**src/sv/dmic_pkg.sv**
```systemverilog
// Shared types and codes for the dual mask interrupt controller.
`default_nettype none

package dmic_pkg;

    // Operation codes carried in the operation field
    localparam logic [2:0] OP_READ  = 3'd0;
    localparam logic [2:0] OP_WRITE = 3'd1;
    localparam logic [2:0] OP_RAISE = 3'd2;
    localparam logic [2:0] OP_LOWER = 3'd3;
    localparam logic [2:0] OP_WARM  = 3'd4;

    // Register map
    localparam logic [2:0] REG_SYS_MASK    = 3'd0;
    localparam logic [2:0] REG_SYS_PENDING = 3'd1;
    localparam logic [2:0] REG_SYS_SOFT    = 3'd2;
    localparam logic [2:0] REG_VME_SOFT    = 3'd3;
    localparam logic [2:0] REG_GENERAL_ONE = 3'd4;
    localparam logic [2:0] REG_GENERAL_TWO = 3'd5;
    localparam logic [2:0] REG_VME_MASK    = 3'd6;
    localparam logic [2:0] REG_VME_PENDING = 3'd7;

    // Levels routed to the VME pending byte
    localparam logic [2:0] LEVEL_VME_LO = 3'd5;
    localparam logic [2:0] LEVEL_VME_HI = 3'd6;

    // Level masks and reset values
    localparam logic [7:0] SYS_KEEP        = 8'h9f;
    localparam logic [7:0] VME_KEEP        = 8'h60;
    localparam logic [7:0] GENERAL_ONE_RST = 8'h01;
    localparam logic [7:0] SOFT_LEVEL_BIT  = 8'h02;

    // Input word
    typedef struct packed {
        logic [2:0] operation;
        logic [2:0] reg_index;
        logic [7:0] write_data;
        logic [2:0] irq_level;
    } t_in_word;

    // Result word
    typedef struct packed {
        logic [7:0] read_data;
        logic [7:0] pending_levels;
    } t_out_word;

endpackage

`default_nettype wire

```
**src/sv/dmic_regs.sv**
```systemverilog
// Register bank and interrupt routing logic of the dual mask interrupt controller.
`default_nettype none

module dmic_regs (
    input  wire logic              i_clk,
    input  wire logic              i_rst_n,
    input  wire logic              i_fire,
    input  wire dmic_pkg::t_in_word i_item,
    output dmic_pkg::t_out_word    o_result
);

    logic [7:0] r_sys_mask,    n_sys_mask;
    logic [7:0] r_sys_pending, n_sys_pending;
    logic [7:0] r_sys_soft,    n_sys_soft;
    logic [7:0] r_vme_mask,    n_vme_mask;
    logic [7:0] r_vme_pending, n_vme_pending;
    logic [7:0] r_vme_soft,    n_vme_soft;
    logic [7:0] r_general_one, n_general_one;
    logic [7:0] r_general_two, n_general_two;
    logic [7:0] rd_data;
    logic [7:0] level_bit;
    logic       level_is_vme;

    // Decode the level into a bit and pick its pending byte
    assign level_bit    = 8'h01 << i_item.irq_level;
    assign level_is_vme = (i_item.irq_level == dmic_pkg::LEVEL_VME_LO) ||
                          (i_item.irq_level == dmic_pkg::LEVEL_VME_HI);

    // Work out the next register values and the read word
    always_comb begin
        n_sys_mask    = r_sys_mask;
        n_sys_pending = r_sys_pending;
        n_sys_soft    = r_sys_soft;
        n_vme_mask    = r_vme_mask;
        n_vme_pending = r_vme_pending;
        n_vme_soft    = r_vme_soft;
        n_general_one = r_general_one;
        n_general_two = r_general_two;
        rd_data       = 8'h00;
        case (i_item.operation)
            dmic_pkg::OP_READ: begin
                case (i_item.reg_index)
                    dmic_pkg::REG_SYS_MASK: begin
                        rd_data       = r_sys_mask;
                        n_sys_pending = 8'h00;
                    end
                    dmic_pkg::REG_SYS_PENDING: rd_data = r_sys_pending;
                    dmic_pkg::REG_SYS_SOFT:    rd_data = r_sys_soft;
                    dmic_pkg::REG_VME_SOFT:    rd_data = r_vme_soft;
                    dmic_pkg::REG_GENERAL_ONE: rd_data = r_general_one;
                    dmic_pkg::REG_GENERAL_TWO: rd_data = r_general_two;
                    dmic_pkg::REG_VME_MASK: begin
                        rd_data       = r_vme_mask;
                        n_vme_pending = 8'h00;
                    end
                    default: rd_data = r_vme_pending;
                endcase
            end
            dmic_pkg::OP_WRITE: begin
                case (i_item.reg_index)
                    dmic_pkg::REG_SYS_MASK: begin
                        n_sys_mask    = i_item.write_data;
                        n_sys_pending = 8'h00;
                    end
                    dmic_pkg::REG_SYS_SOFT: begin
                        // Bit 0 of the trigger drives the soft interrupt level
                        n_sys_soft = i_item.write_data;
                        if (i_item.write_data[0]) begin
                            n_sys_pending = r_sys_pending | dmic_pkg::SOFT_LEVEL_BIT;
                        end else begin
                            n_sys_pending = r_sys_pending & ~dmic_pkg::SOFT_LEVEL_BIT;
                        end
                    end
                    dmic_pkg::REG_VME_SOFT:    n_vme_soft    = i_item.write_data;
                    dmic_pkg::REG_GENERAL_ONE: n_general_one = i_item.write_data;
                    dmic_pkg::REG_GENERAL_TWO: n_general_two = i_item.write_data;
                    dmic_pkg::REG_VME_MASK: begin
                        n_vme_mask    = i_item.write_data;
                        n_vme_pending = 8'h00;
                    end
                    default: ; // pending bytes are read-only
                endcase
            end
            dmic_pkg::OP_RAISE: begin
                if (level_is_vme) begin
                    n_vme_pending = r_vme_pending | level_bit;
                end else begin
                    n_sys_pending = r_sys_pending | level_bit;
                end
            end
            dmic_pkg::OP_LOWER: begin
                if (level_is_vme) begin
                    n_vme_pending = r_vme_pending & ~level_bit;
                end else begin
                    n_sys_pending = r_sys_pending & ~level_bit;
                end
            end
            dmic_pkg::OP_WARM: begin
                // Clear all but the general registers: the second keeps its value, the first gets its reset value
                n_sys_mask    = 8'h00;
                n_sys_pending = 8'h00;
                n_sys_soft    = 8'h00;
                n_vme_mask    = 8'h00;
                n_vme_pending = 8'h00;
                n_vme_soft    = 8'h00;
                n_general_one = dmic_pkg::GENERAL_ONE_RST;
            end
            default: ;
        endcase
    end

    // Form the result word from the updated state
    assign o_result.read_data      = rd_data;
    assign o_result.pending_levels = (n_sys_pending & n_sys_mask & dmic_pkg::SYS_KEEP) |
                                     (n_vme_pending & n_vme_mask & dmic_pkg::VME_KEEP);

    // Commit the update when a word is processed
    always_ff @(posedge i_clk) begin
        if (!i_rst_n) begin
            r_sys_mask    <= 8'h00;
            r_sys_pending <= 8'h00;
            r_sys_soft    <= 8'h00;
            r_vme_mask    <= 8'h00;
            r_vme_pending <= 8'h00;
            r_vme_soft    <= 8'h00;
            r_general_one <= dmic_pkg::GENERAL_ONE_RST;
            r_general_two <= 8'h00;
        end else if (i_fire) begin
            r_sys_mask    <= n_sys_mask;
            r_sys_pending <= n_sys_pending;
            r_sys_soft    <= n_sys_soft;
            r_vme_mask    <= n_vme_mask;
            r_vme_pending <= n_vme_pending;
            r_vme_soft    <= n_vme_soft;
            r_general_one <= n_general_one;
            r_general_two <= n_general_two;
        end
    end

    // VME pending byte only ever collects levels 5 and 6
    a_vme_levels_only: assert property (@(posedge i_clk) disable iff (!i_rst_n)
        (r_vme_pending & ~dmic_pkg::VME_KEEP) == 8'h00)
        else $error("VME pending byte holds a system level");

    // Writing the system mask leaves its pending byte empty
    a_sys_mask_write_clears: assert property (@(posedge i_clk) disable iff (!i_rst_n)
        (i_fire && i_item.operation == dmic_pkg::OP_WRITE &&
         i_item.reg_index == dmic_pkg::REG_SYS_MASK) |=> (r_sys_pending == 8'h00))
        else $error("system pending not cleared by mask write");

    // Warm reset restores the first general register and clears the VME mask
    a_warm_general_one: assert property (@(posedge i_clk) disable iff (!i_rst_n)
        (i_fire && i_item.operation == dmic_pkg::OP_WARM) |=>
        (r_general_one == dmic_pkg::GENERAL_ONE_RST && r_vme_mask == 8'h00))
        else $error("warm reset did not restore registers");

    // Second general register changes only through its own write
    a_general_two_hold: assert property (@(posedge i_clk) disable iff (!i_rst_n)
        !(i_fire && i_item.operation == dmic_pkg::OP_WRITE &&
          i_item.reg_index == dmic_pkg::REG_GENERAL_TWO) |=> $stable(r_general_two))
        else $error("second general register changed without a write");

endmodule

`default_nettype wire

```
**src/sv/dual_mask_interrupt_controller_unit.sv**
```systemverilog
// Top level of the dual mask interrupt controller: input register, register bank, result register.
`default_nettype none

// Takes one word per cycle unless the output side stalls (a register read or write,
// raising or lowering an interrupt level, or a warm reset) and returns one result word
// per input word, carrying the read byte (zero unless a read) and the unmasked pending
// levels after that operation. Each word waits in the input register and moves into the
// result register once that register is free or being emptied; the only limit on the
// flow is the result register, which holds while the output side stalls. Levels 5 and 6
// are collected in the VME pending byte, all others in the system pending byte; reading
// or writing a mask register clears its pending byte.
module dual_mask_interrupt_controller_unit (
    input  wire logic               i_clk,
    input  wire logic               i_rst_n,
    input  wire logic               i_in_valid,
    output logic                    o_in_ready,
    input  wire dmic_pkg::t_in_word i_in_data,
    output logic                    o_out_valid,
    input  wire logic               i_out_ready,
    output dmic_pkg::t_out_word     o_out_data
);

    logic                r_in_valid;
    dmic_pkg::t_in_word  r_in_word;
    logic                r_out_valid;
    dmic_pkg::t_out_word r_out_word;
    dmic_pkg::t_out_word result;
    logic                advance;

    // Move a word on when the result register is free or being emptied
    assign advance    = r_in_valid && (!r_out_valid || i_out_ready);
    assign o_in_ready = !r_in_valid || advance;

    // Input register
    always_ff @(posedge i_clk) begin
        if (!i_rst_n) begin
            r_in_valid <= 1'b0;
        end else if (o_in_ready) begin
            r_in_valid <= i_in_valid;
        end
    end

    always_ff @(posedge i_clk) begin
        if (o_in_ready && i_in_valid) begin
            r_in_word <= i_in_data;
        end
    end

    dmic_regs u_regs (
        .i_clk    (i_clk),
        .i_rst_n  (i_rst_n),
        .i_fire   (advance),
        .i_item   (r_in_word),
        .o_result (result)
    );

    // Result register: hold until taken
    always_ff @(posedge i_clk) begin
        if (!i_rst_n) begin
            r_out_valid <= 1'b0;
        end else if (advance) begin
            r_out_valid <= 1'b1;
        end else if (i_out_ready) begin
            r_out_valid <= 1'b0;
        end
    end

    always_ff @(posedge i_clk) begin
        if (advance) begin
            r_out_word <= result;
        end
    end

    assign o_out_valid = r_out_valid;
    assign o_out_data  = r_out_word;

endmodule

`default_nettype wire

```
**config.mk**
```make
export PLATFORM = sky130hd
export DESIGN_NAME = dual_mask_interrupt_controller_unit
export DESIGN_NICKNAME = d
export VERILOG_FILES = /design/src/sv/dmic_pkg.sv /design/src/sv/dmic_regs.sv /design/src/sv/dual_mask_interrupt_controller_unit.sv
export SDC_FILE = /design/constraint.sdc
export NUM_CORES = 1
export LEC_CHECK = 0
export BUFFER_PORTS_ARGS = -buffer_cell sky130_fd_sc_hd__buf_4
export CORE_AREA = 2 2 89 91
export CTS_BUF_LIST = sky130_fd_sc_hd__clkbuf_8
export CTS_CLUSTER_DIAMETER = 40
export CTS_CLUSTER_SIZE = 25
export DETAILED_ROUTE_END_ITERATION = 8
export DIE_AREA = 0 0 91 93
export PLACE_DENSITY = 0.8
export SLEW_MARGIN = 20
export SYNTH_ARGS = -nofsm -noshare
export SYNTH_HDL_FRONTEND = slang
export SYNTH_SLANG_ARGS = --single-unit
```
**constraint.sdc**
```tcl
create_clock -name i_clk -period 2.94 [get_ports i_clk]
set_input_delay 0.882 -clock i_clk [delete_from_list [all_inputs] [get_ports i_clk]]
set_output_delay 0.882 -clock i_clk [all_outputs]
set_load 0.05 [all_outputs]
```
==> flow_summary.toml <==
[status]
status = "finished, final reports clean"

[placement]
dpl_cell_area_um2 = 4842
hpwl_um = 7758
gp_congestion = 0.9690
dp_cells = 540
io_buffer_count = 38

[grt]
overflow = 0
grt_usage_pct = 27.16
grt_pass1_wl_um = 17640
grt_start_max_net_pins = 41
grt_pass1_vias = 3260
antenna_found_initial = 0

[timing]
finalClockSkew_ns = 0.01432
worst_slew_pin_slew_ns = 0.7474
tns_ns = 0
hold_viol = 0
slew_headroom_pct = 50.07
finalCritPeriodShare_pct = 83.58
rsz0062_at_grt = "no"
max_freq_ghz = 0.4070
min_period_ns = 2.457
final-setup-viol-count = 0
slew_violations = 0

[min_path]
hold_class = "reg2reg"
whs_path_depth = 2

[worst_setup_path]
timing.rr.start = "r_in_word[14]"
r2r_setup_slack_ns = 0.66
r2r_end = "u_regs.r_sys_soft[7]"
required_ns = 2.06
arrival_ns = 1.58
critPathLaunchType = "primary input"
critical_path.max_fanout = 4
ff2ff_path_depth = 3
crit_path_end_kind = "primary output"
crit_type = "in2out"

[die]
die_x_um = 91
core-area_um2 = 7527
dieArea_um2 = 8463
pin_count = 39
initial_core_util_pct = 59.67
die_h_um = 93
rows = 32

[drt]
ant_nets = 0
vias = 3613
drt_iter0_drc = 433
top_layer_used = "met4"
routed_wl_um = 11120
dr_wl_met2_um = 5212
dr_wl_met3_um = 957
remaining_drc_errors = 0
wl_met1_um = 4702
avgViaCountPerCell = 6.498
dr.pass1.iters = 5
routedWlPerCell_um = 20.00

[clock_tree]
cts_hold_buf = 0
ctsLongestPathBuffers = 2
cts_tree = "yes"
cts_buffers = 9
cts_setup_buffers = 0
cts_resized = 0
cts.reportedPaths.clkPinSlew_ns = 0.08
root_buffer = "clkbuf_8"
clk_latency_ns = 0.37
h-tree-depth = 3
numClockSinks = 99

[logic_synthesis]
synth_nets = 440
synth_edf_count = 33
syn_area_per_cell_um2 = 10.72
synthSimpleGateAreaFrac_pct = 15.01
yosys.area_share.xor_xnor_pct = 0
ys_warn_count = 0
synth-seq-cells = 99
yosys.area_share.adder_pct = 0
synthMuxAreaShare_pct = 8.496
synthDistinctLibCells = 57
synth-compound-area-share_pct = 20.78
synth_area_um2 = 4492
syn_inst = 419
synth_top_family_by_area = "compound AO/OA/AOI/OAI gates"
synthFlopType = "dfxtp_1"
synthArstFlopShare_pct = 0
synth-seq-area-share_pct = 51.48

[power_and_ir_drop]
power_frac_seq_pct = 54.4
p_sw_uw = 685.6
ir_drop_mv = 0.3499
power_mw = 2.720
p_int_mw = 2.035
pwr-share-comb_pct = 9.8
swShare_pct = 25.21
cellLeakagePower_nw = 1.842
power-per-cell-area_nw_per_um2 = 536.8
p_clk_share_pct = 35.9

[cells_and_area]
fillCellCount = 595
drive_above_1_share_pct = 19.38
layout.cells.non_filler = 556
nets = 470
fin_util_pct = 67.32
final-seq-area_um2 = 2312
design_area_um2 = 5067
antenna_cells = 0
syn_to_final_growth_pct = 12.81
multi_input_area_um2 = 1989

[flow_run]
max_cap_viol_count = 0
## cells in the final DEF (no fill, tap or decap), drive strengths merged, types with 3 or more instances in the layout
| master | n |
|---|---|
| dfxtp | 66 |
| and2 | 7 |
| a21oi | 21 |
| nor2b | 7 |
| o211ai | 8 |
| a31oi | 13 |
| nand4 | 7 |
| mux4 | 3 |
| o211a | 5 |
| nand3 | 8 |
| a211oi | 8 |
| nor3 | 9 |
| edfxtp | 33 |
| buf | 51 |
| a2bb2oi | 6 |
| clkbuf | 10 |
| o21ai | 16 |
| nand2 | 40 |
| nor2 | 17 |
| a21o | 5 |
| o2bb2ai | 21 |
| o221ai | 5 |
| nor4 | 6 |
| mux2 | 3 |
| inv | 9 |
| mux2i | 28 |
| nand2b | 7 |
| and3 | 3 |
| o31ai | 3 |
## through the flow
step / hold WS (ns) / setup WS [ns]
6_report: 0.4371 / 0.4829
3_5_place_dp: 0.4288 / 0.4800
5_1_grt: 0.4566 / 0.4628
2_1_floorplan: 0.4080 / 0.5661
3_3_place_gp: 0.4222 / 0.5281
4_1_cts: 0.4406 / 0.4800
## metal layers
metal	track usage, %	vias to the layer above
met5	0	-
met4	9.470	0
met3	6.366	23
met2	43.09	202
met1	36.88	1731
li1	-	1657
## kinds of logic (layout without fill, tap and decap cells)
kind of cell / count (synthesis) / count (layout)
compound gates: 127 / 127
simple gates: 119 / 119
flops: 99 / 99
buf+inv: 40 / 75
mux: 34 / 34
## synthesized netlist by cell type, drive strengths merged (3+ instances only)
master   count  share of area, %
dfxtp       66                29
nor3         9               1.3
o21ai       16               1.8
mux2i       28               6.2
and3         3              0.42
inv          8              0.67
nor2        17               1.4
nand2b       7              0.97
nand2       40               3.3
mux4         3               1.5
o211ai       8               1.3
nand3        8              0.89
a31oi       13               1.8
a21o         5              0.84
mux2         3              0.75
nor2b        7              0.97
and2         7              0.97
edfxtp      33                22
o211a        5               1.1
a21oi       21               2.4
o2bb2ai     21               4.1
nor4         6               1.8
a2bb2oi      6               1.2
nand4        7              0.97
o31ai        3              0.50
a211oi       8               1.3
clkbuf      16               1.4
o221ai       5              0.97
buf         16               2.2
## power groups by stage
| stage | Combinational (mW) | Sequential [mW] | Clock, mW |
|---|---|---|---|
| 2_1_floorplan | 0.158 | 1.52 | 0 |
| 3_3_place_gp | 0.256 | 1.51 | 0 |
| 3_5_place_dp | 0.261 | 1.51 | 0 |
| 4_1_cts | 0.261 | 1.48 | 0.981 |
| 5_1_grt | 0.283 | 1.48 | 1.04 |
| 6_report | 0.266 | 1.48 | 0.975 |
## critical path, stage by stage
cell and delay [ns]:
buf_4 0.11, nor2b_1 0.26, nand2_1 0.12, buf_4 0.21
## worst max-delay path by stage
stage / cells after the start / startpoint / to
global route: 4 / i_out_ready / o_in_ready
finish: 4 / i_out_ready / o_in_ready
floorplan: 4 / i_out_ready / o_out_data[0]
detailed placement: 4 / i_out_ready / o_in_ready
global placement: 4 / i_out_ready / o_in_ready
CTS: 4 / i_out_ready / o_in_ready
## final cells by class
| type | count | area share [%] |
|---|---|---|
| well taps | 102 | 2.519 |
| repair buffers | 51 | 7.556 |
| inverters | 8 | 0.5926 |
| multi-input cells | 280 | 39.26 |
| flip-flops and latches | 99 | 45.63 |
| clock buffers | 10 | 2.716 |
| clock inverters | 6 | 1.728 |
No activity file was read; power rests on OpenSTA's default activity.
